`config.mk`:
```
export PLATFORM = sky130hd
export DESIGN_NAME = rwwf_divider
export DESIGN_NICKNAME = d
export VERILOG_FILES = /design/src/sv/rwwf_pkg.sv /design/src/sv/rwwf_divider.sv
export SDC_FILE = /design/constraint.sdc
export NUM_CORES = 1
export LEC_CHECK = 0
export BUFFER_PORTS_ARGS = -buffer_cell sky130_fd_sc_hd__buf_2
export CAP_MARGIN = 0
export CORE_MARGIN = 2
export CORE_UTILIZATION = 55
export CTS_BUF_LIST = sky130_fd_sc_hd__clkbuf_8
export CTS_CLUSTER_DIAMETER = 150
export DETAILED_ROUTE_END_ITERATION = 10
export GPL_TIMING_DRIVEN = 0
export PLACE_DENSITY_LB_ADDON = 0.08
export RECOVER_POWER = 100
export SYNTH_ARGS = -nofsm -noshare
export SYNTH_HDL_FRONTEND = slang
export SYNTH_SLANG_ARGS = --single-unit
```
`constraint.sdc`:
```
create_clock -name clk_i -period 2.9 [get_ports clk_i]
set_input_delay 0.58 -clock clk_i [delete_from_list [all_inputs] [get_ports clk_i]]
set_output_delay 0.58 -clock clk_i [all_outputs]
set_load 0.005 [all_outputs]
```
`src/sv/rwwf_pkg.sv`:
```
// Shared widths and types for the rank weighted window filter.
`timescale 1ns / 1ps
`default_nettype none
package rwwf_pkg;
  localparam int unsigned DataW = 16;
  localparam int unsigned VarW  = 16;

  typedef logic signed [DataW-1:0] data_t;
  typedef logic [VarW-1:0]         var_t;

  typedef enum logic [4:0] {
    S_IDLE   = 5'b00001,
    S_LOAD   = 5'b00010,
    S_MAC    = 5'b00100,
    S_DSTART = 5'b01000,
    S_DIV    = 5'b10000
  } state_e;
endpackage
`default_nettype wire

```
`src/sv/rwwf_divider.sv`:
```
// Restoring divider, one quotient bit a cycle, signed dividend truncated toward zero.
`timescale 1ns / 1ps
`default_nettype none
module rwwf_divider #(
  parameter int unsigned ACCW = 38,
  parameter int unsigned SW   = 21
) (
  input  wire logic                   clk_i,
  input  wire logic                   rst_ni,
  input  wire logic                   start_i,
  input  wire logic signed [ACCW-1:0] dividend_i,
  input  wire logic [SW-1:0]          divisor_i,
  output logic                        done_o,
  output rwwf_pkg::data_t             quotient_o
);
  import rwwf_pkg::*;
  localparam int unsigned CW = $clog2(ACCW + 1);

  logic            busy_q, done_q, neg_q;
  logic [ACCW-1:0] dvd_q, quo_q;
  logic [SW-1:0]   rem_q, div_q;
  logic [CW-1:0]   cnt_q;
  logic [SW:0]     trial, diff;
  logic            ge;
  logic [DataW-1:0] mag;

  assign trial = {rem_q, dvd_q[ACCW-1]};
  assign diff  = trial - {1'b0, div_q};
  assign ge    = (trial >= {1'b0, div_q});

  always_ff @(posedge clk_i or negedge rst_ni) begin
    if (!rst_ni) begin
      busy_q <= 1'b0;
      done_q <= 1'b0;
      cnt_q  <= '0;
    end else if (start_i) begin
      busy_q <= 1'b1;
      done_q <= 1'b0;
      cnt_q  <= CW'(ACCW);
    end else if (busy_q) begin
      cnt_q <= cnt_q - CW'(1);
      if (cnt_q == CW'(1)) begin
        busy_q <= 1'b0;
        done_q <= 1'b1;
      end
    end
  end

  always_ff @(posedge clk_i) begin
    if (start_i) begin
      neg_q <= dividend_i[ACCW-1];
      dvd_q <= dividend_i[ACCW-1] ? ACCW'(-dividend_i) : ACCW'(dividend_i);
      rem_q <= '0;
      quo_q <= '0;
      div_q <= divisor_i;
    end else if (busy_q) begin
      rem_q <= ge ? diff[SW-1:0] : trial[SW-1:0];
      quo_q <= {quo_q[ACCW-2:0], ge};
      dvd_q <= {dvd_q[ACCW-2:0], 1'b0};
    end
  end

  assign mag        = quo_q[DataW-1:0];
  assign done_o     = done_q;
  assign quotient_o = (div_q == '0) ? '0 : (neg_q ? data_t'(-mag) : data_t'(mag));
endmodule
`default_nettype wire

```
Word level (Yosys, flattened, before mapping)

Cells that the tools add are included.
W data, S select, Z words.

Register bits: 105
Output and inout bits: 17

$add $sub $neg: 4
Order comparisons: 1
Eq/ne operators: 1
Mux-type cells: 14
Reductions and logical operators: 4

Operators by type and width:

| kind                  | count |
|---|---|
| $mux W38              | 3 |
| $neg A38 Y38          | 1 |
| $mux W16              | 2 |
| $ge A22 B21 Y1        | 1 |
| $logic_not A21 Y1     | 1 |
| $mux W21              | 1 |
| $sub A21 B21 Y21      | 1 |
| $neg A16 Y16          | 1 |
| $mux W6               | 2 |
| $eq A6 B1 Y1 const B  | 1 |
| $mux W1               | 6 |
| $sub A6 B1 Y6 const B | 1 |
| $reduce_bool A2 Y1    | 2 |
| $reduce_and A2 Y1     | 1 |

Longest topological paths before layout

Depth after elaboration: 4
Depth in mapped cells: 13
Mapped depth without buffers: 11

Worst setup path after synthesis

No wires, ideal clock.

Path kind: input to register
Start: in dividend_i[18]
End: reg dvd_q[32], data pin
Arrival time: 2,876 ps
Slack: -247 ps
Stages: 8
Cell sequence: or4_1 or4_1 or3_1 buf_2 or4_4 o31ai_4 xor2_1 a21oi_1

Cells in the longest elaborated chain, start to end: 3

Ends and longest elaborated chain:

| item                   | line               | source |
|---|---|---|
| start: declaration     | rwwf_divider.sv:11 | `input wire logic signed [ACCW-1:0] dividend_i,` |
| $neg A38 Y38           | rwwf_divider.sv:52 | `dvd_q <= dividend_i[ACCW-1] ? ACCW'(-dividend_i) : ACCW'(dividend_i);` |
| $mux W38               | rwwf_divider.sv:52 |  |
| $mux W38               | rwwf_divider.sv:50 | `if (start_i) begin` |
| end signal: assignment | rwwf_divider.sv:52 |  |
| end signal: assignment | rwwf_divider.sv:59 | `dvd_q <= {dvd_q[ACCW-2:0], 1'b0};` |
| end: declaration       | rwwf_divider.sv:20 | `logic [ACCW-1:0] dvd_q, quo_q;` |

No other way between the ends.
A chain may end at the register's enable or synchronous reset.

Final worst setup path

Ends and elaborated chain as after synthesis.

==> results.yml <==
status:
  outcome: "finished with violations"
  violations: "negative setup slack"
synth:
  synth_xor_area_frac: 0.0927
  postSynthCellCount: 672
  synth_edf_count: 60
  synth_fa_ha_area_frac: 0.0534
  syn_nets: 760
  synth.distinct_cells: 58
  synth_warnings: 0
  ys.flop_type: "edfxtp_1"
  syn_area_per_cell_um2: 9.28
  ys_ff_latch: 105
  synth-compound-area-share: 0.166
  synthSimpleGateAreaFrac: 0.165
  synth_mux_area_frac: 0.0435
  synth_top_family_by_area: "compound AO/OA/AOI/OAI gates"
  yosysSeqAreaShare: 0.440
  synthesis.area_um2: 6240
  synthArstFlopShare: 0.0762
finish:
  nets: 865
  final_util: 0.671
  layout_common_cells: "nor2_1, buf_2, edfxtp_1"
  layout_commonest_cell: "nor2_1"
  final-instance-count-excl-fill: 922
  areaGrowthSynthToFinish_pct: 17.7
  drive_above_1_share: 0.179
  regArea_um2: 2750
  multi_input_area_um2: 3410
  antenna_cells: 0
  nFillCells: 887
timing:
  min_period_over_period: 1.00
  finalSetupViolCount: 1
  tightest_slew_ps: 877
  final-hold-violation-count: 0
  rsz0062_at_grt: "true"
  layout_min_cycle_time_ps: 2900
  slew_viol_final: 0
  whs_ps: 90.5
  clock.fmax_mhz: 345
  slew_headroom: 0.414
  timing.final.ws_setup_ps: -1.69
  clock_skew_ps: 10.7
placement:
  dp.cells: 890
  place_hpwl_um: 10700
  gp_congestion: 0.931
  port_buffers: 78
global_route:
  grt_first_pass_wirelength_um: 25000
  gr-total-overflow: 0
  grt_max_degree: 39
  grt_pass1_vias: 5234
  grt_antenna_before_repair: 0
  grt_usage: 0.249
setup_path:
  rr_startpoint: "div_q[0]$_DFFE_PP_"
  cp_data_arrival_time_ps: 3020
  timing.rr.end: "rem_q[4]$_SDFFE_PP0P_"
  cp_num_buf_inv: 2
  cp-start-kind: "input port"
  crit_required_ps: 3020
  cp_max_fo: 4
  cp_slowest_cell: "or4_1"
  crit_type: "input port to flip-flop"
  slowest_delay_ps: 530
  reg2regPathDepth: 12
  cpLargestDelayFamily: "simple AND/OR/NAND/NOR gates"
  cp-end-kind: "flip-flop"
  reg2reg_slack_ps: 10
  crit_chain: "buf_6 -> or4_1 -> or4_1 -> or3_4 -> buf_6 -> or4_4 -> o31ai_4 -> xor2_1 -> a21oi_1"
pwr:
  p_leak_nw: 3.13
  p_per_area_nw_per_um2: 416
  ir_drop_uv: 359
  total_power_mw: 3.06
clock_network:
  cts_buffers: 9
  cts_sinks: 105
  cts_tree: "yes"
  cts_buffer_depth: 2
  clk_pin_slew_ps: 100
  cts_root_buf: "clkbuf_8"
  htree_levels: 3
  worstSkewPairLatency_ps: 390
route:
  wirelength_um: 15100
  via_per_inst: 5.80
  drc: 0
  ant_nets: 0
  post_drt_wl_per_cell_um: 16.4
  vias: 5348
  drt-pass1-iter-count: 4
  drt_iter0_markers: 333
flow_run:
  maxCapViolCount: 0
floorplan:
  fp-row-count: 38
  dieArea_um2: 12200
  dieWidth_um: 110
  start_util: 0.570
  dieHeight_um: 110
  core_area_um2: 10900
  ioPinCount: 79
min_path:
  hold_path_class: "input port to asynchronous set/reset pin"
-- worst max path at each step --
stage | startpoint | to | cells after the start
6_report | dividend_i[18] | dvd_q[32]$_DFFE_PP_ | 9
5_1_grt | div_q[0]$_DFFE_PP_ | rem_q[9]$_SDFFE_PP0P_ | 12
4_1_cts | dividend_i[18] | dvd_q[32]$_DFFE_PP_ | 9
3_5_place_dp | div_q[0]$_DFFE_PP_ | quotient_o[14] | 6
3_3_place_gp | div_q[0]$_DFFE_PP_ | quotient_o[8] | 6
2_1_floorplan | dividend_i[18] | dvd_q[32]$_DFFE_PP_ | 8
-- worst reg2reg max path, delay by kind of cell (launching register included) --
kind | cells | cell delay [ps]
muxes | 1 | 110
adders and majority gates | 2 | 460
AOI/OAI and AO/OA | 5 | 1140
and+or+nand+nor | 1 | 330
buffers and inverters | 3 | 360
DFF | 1 | 420
-- layer usage --
metal  part of all wire  GRT usage  routed length [um]  vias to the layer above
met5                  0          0                   0                        -
met4              0.013     0.0617                 200                        0
met3              0.064     0.0675                 964                       15
met2               0.46      0.400                7030                      165
met1               0.46      0.336                6940                     2546
li1                   -          -                   -                     2622
-- cells in the mapped netlist, types with 3 or more instances --
| cell | count | area [um2] |
|---|---|---|
| or3_1 | 9 | 56.3 |
| dfrtp_1 | 8 | 200 |
| xnor2_1 | 16 | 140 |
| a21o_1 | 5 | 37.5 |
| o211ai_1 | 3 | 22.5 |
| and3_1 | 4 | 25.0 |
| nand2_1 | 50 | 188 |
| o21bai_1 | 3 | 22.5 |
| nand2b_1 | 5 | 31.3 |
| xor2_1 | 50 | 438 |
| and2_1 | 3 | 18.8 |
| mux2i_1 | 26 | 260 |
| o31ai_1 | 21 | 158 |
| nor2b_1 | 3 | 18.8 |
| edfxtp_1 | 60 | 1800 |
| nand4_1 | 4 | 25.0 |
| dfxtp_1 | 37 | 741 |
| nand3_1 | 7 | 35.0 |
| nor2_1 | 103 | 387 |
| or4_1 | 9 | 67.6 |
| buf_2 | 4 | 20.0 |
| ha_1 | 25 | 313 |
| nor3_1 | 8 | 40.0 |
| nor4_1 | 8 | 50.1 |
| inv_1 | 33 | 124 |
| buf_1 | 3 | 11.3 |
| a211oi_1 | 15 | 113 |
| o41ai_1 | 6 | 52.6 |
| clkbuf_1 | 24 | 90.1 |
| a311oi_1 | 5 | 43.8 |
| o21ai_0 | 26 | 130 |
| a21oi_1 | 56 | 280 |
-- flip-flops by register name, indices dropped and copies added (netlist names) --
name,flops
busy_q,1
div_q,21
done_o,1
rem_q,21
cnt_q,6
quo_q,16
neg_q,1
dvd_q,38
-- metrics by stage --
step	cell area, um2	setup slack (ps)	TNS (ps)
2_1_floorplan	6240	-247	-606
3_3_place_gp	6800	-528	-27640
3_5_place_dp	6800	-623	-17910
4_1_cts	7160	3.32	0
5_1_grt	7340	-139	-2490
6_report	7340	-1.69	-1.69
-- cell type report --
| class | instances | area share |
|---|---|---|
| sequential | 105 | 0.374 |
| clock inverter | 7 | 0.00852 |
| tap | 140 | 0.0239 |
| multi-input combinational | 502 | 0.465 |
| inverter | 34 | 0.0174 |
| clock buffer | 9 | 0.0169 |
| buffer | 29 | 0.0191 |
| timing repair buffer | 96 | 0.0752 |
-- report_power, final --
part | internal [mW] | switching, mW
clock network | 0.392 | 0.501
logic | 0.178 | 0.250
registers | 1.69 | 0.0479
-- kinds of logic (layout without fill, tap and decap cells) --
logic type / after synthesis / after routing
and+or+nand+nor: 223 / 223
AOI/OAI and AO/OA: 160 / 160
DFF: 105 / 105
xor gates and xnor gates: 66 / 66
buffers and inverters: 65 / 175
muxes: 27 / 27
adders and majority gates: 26 / 26
-- timing repair --
item	in CTS	in global routing
pin swaps	8	15
setup buffers	5	12
cloned	0	1
setup endpoints to repair	40	36
resized for setup	31	28
hold buffers	0	0
No activity file was read; power rests on OpenSTA's default activity.
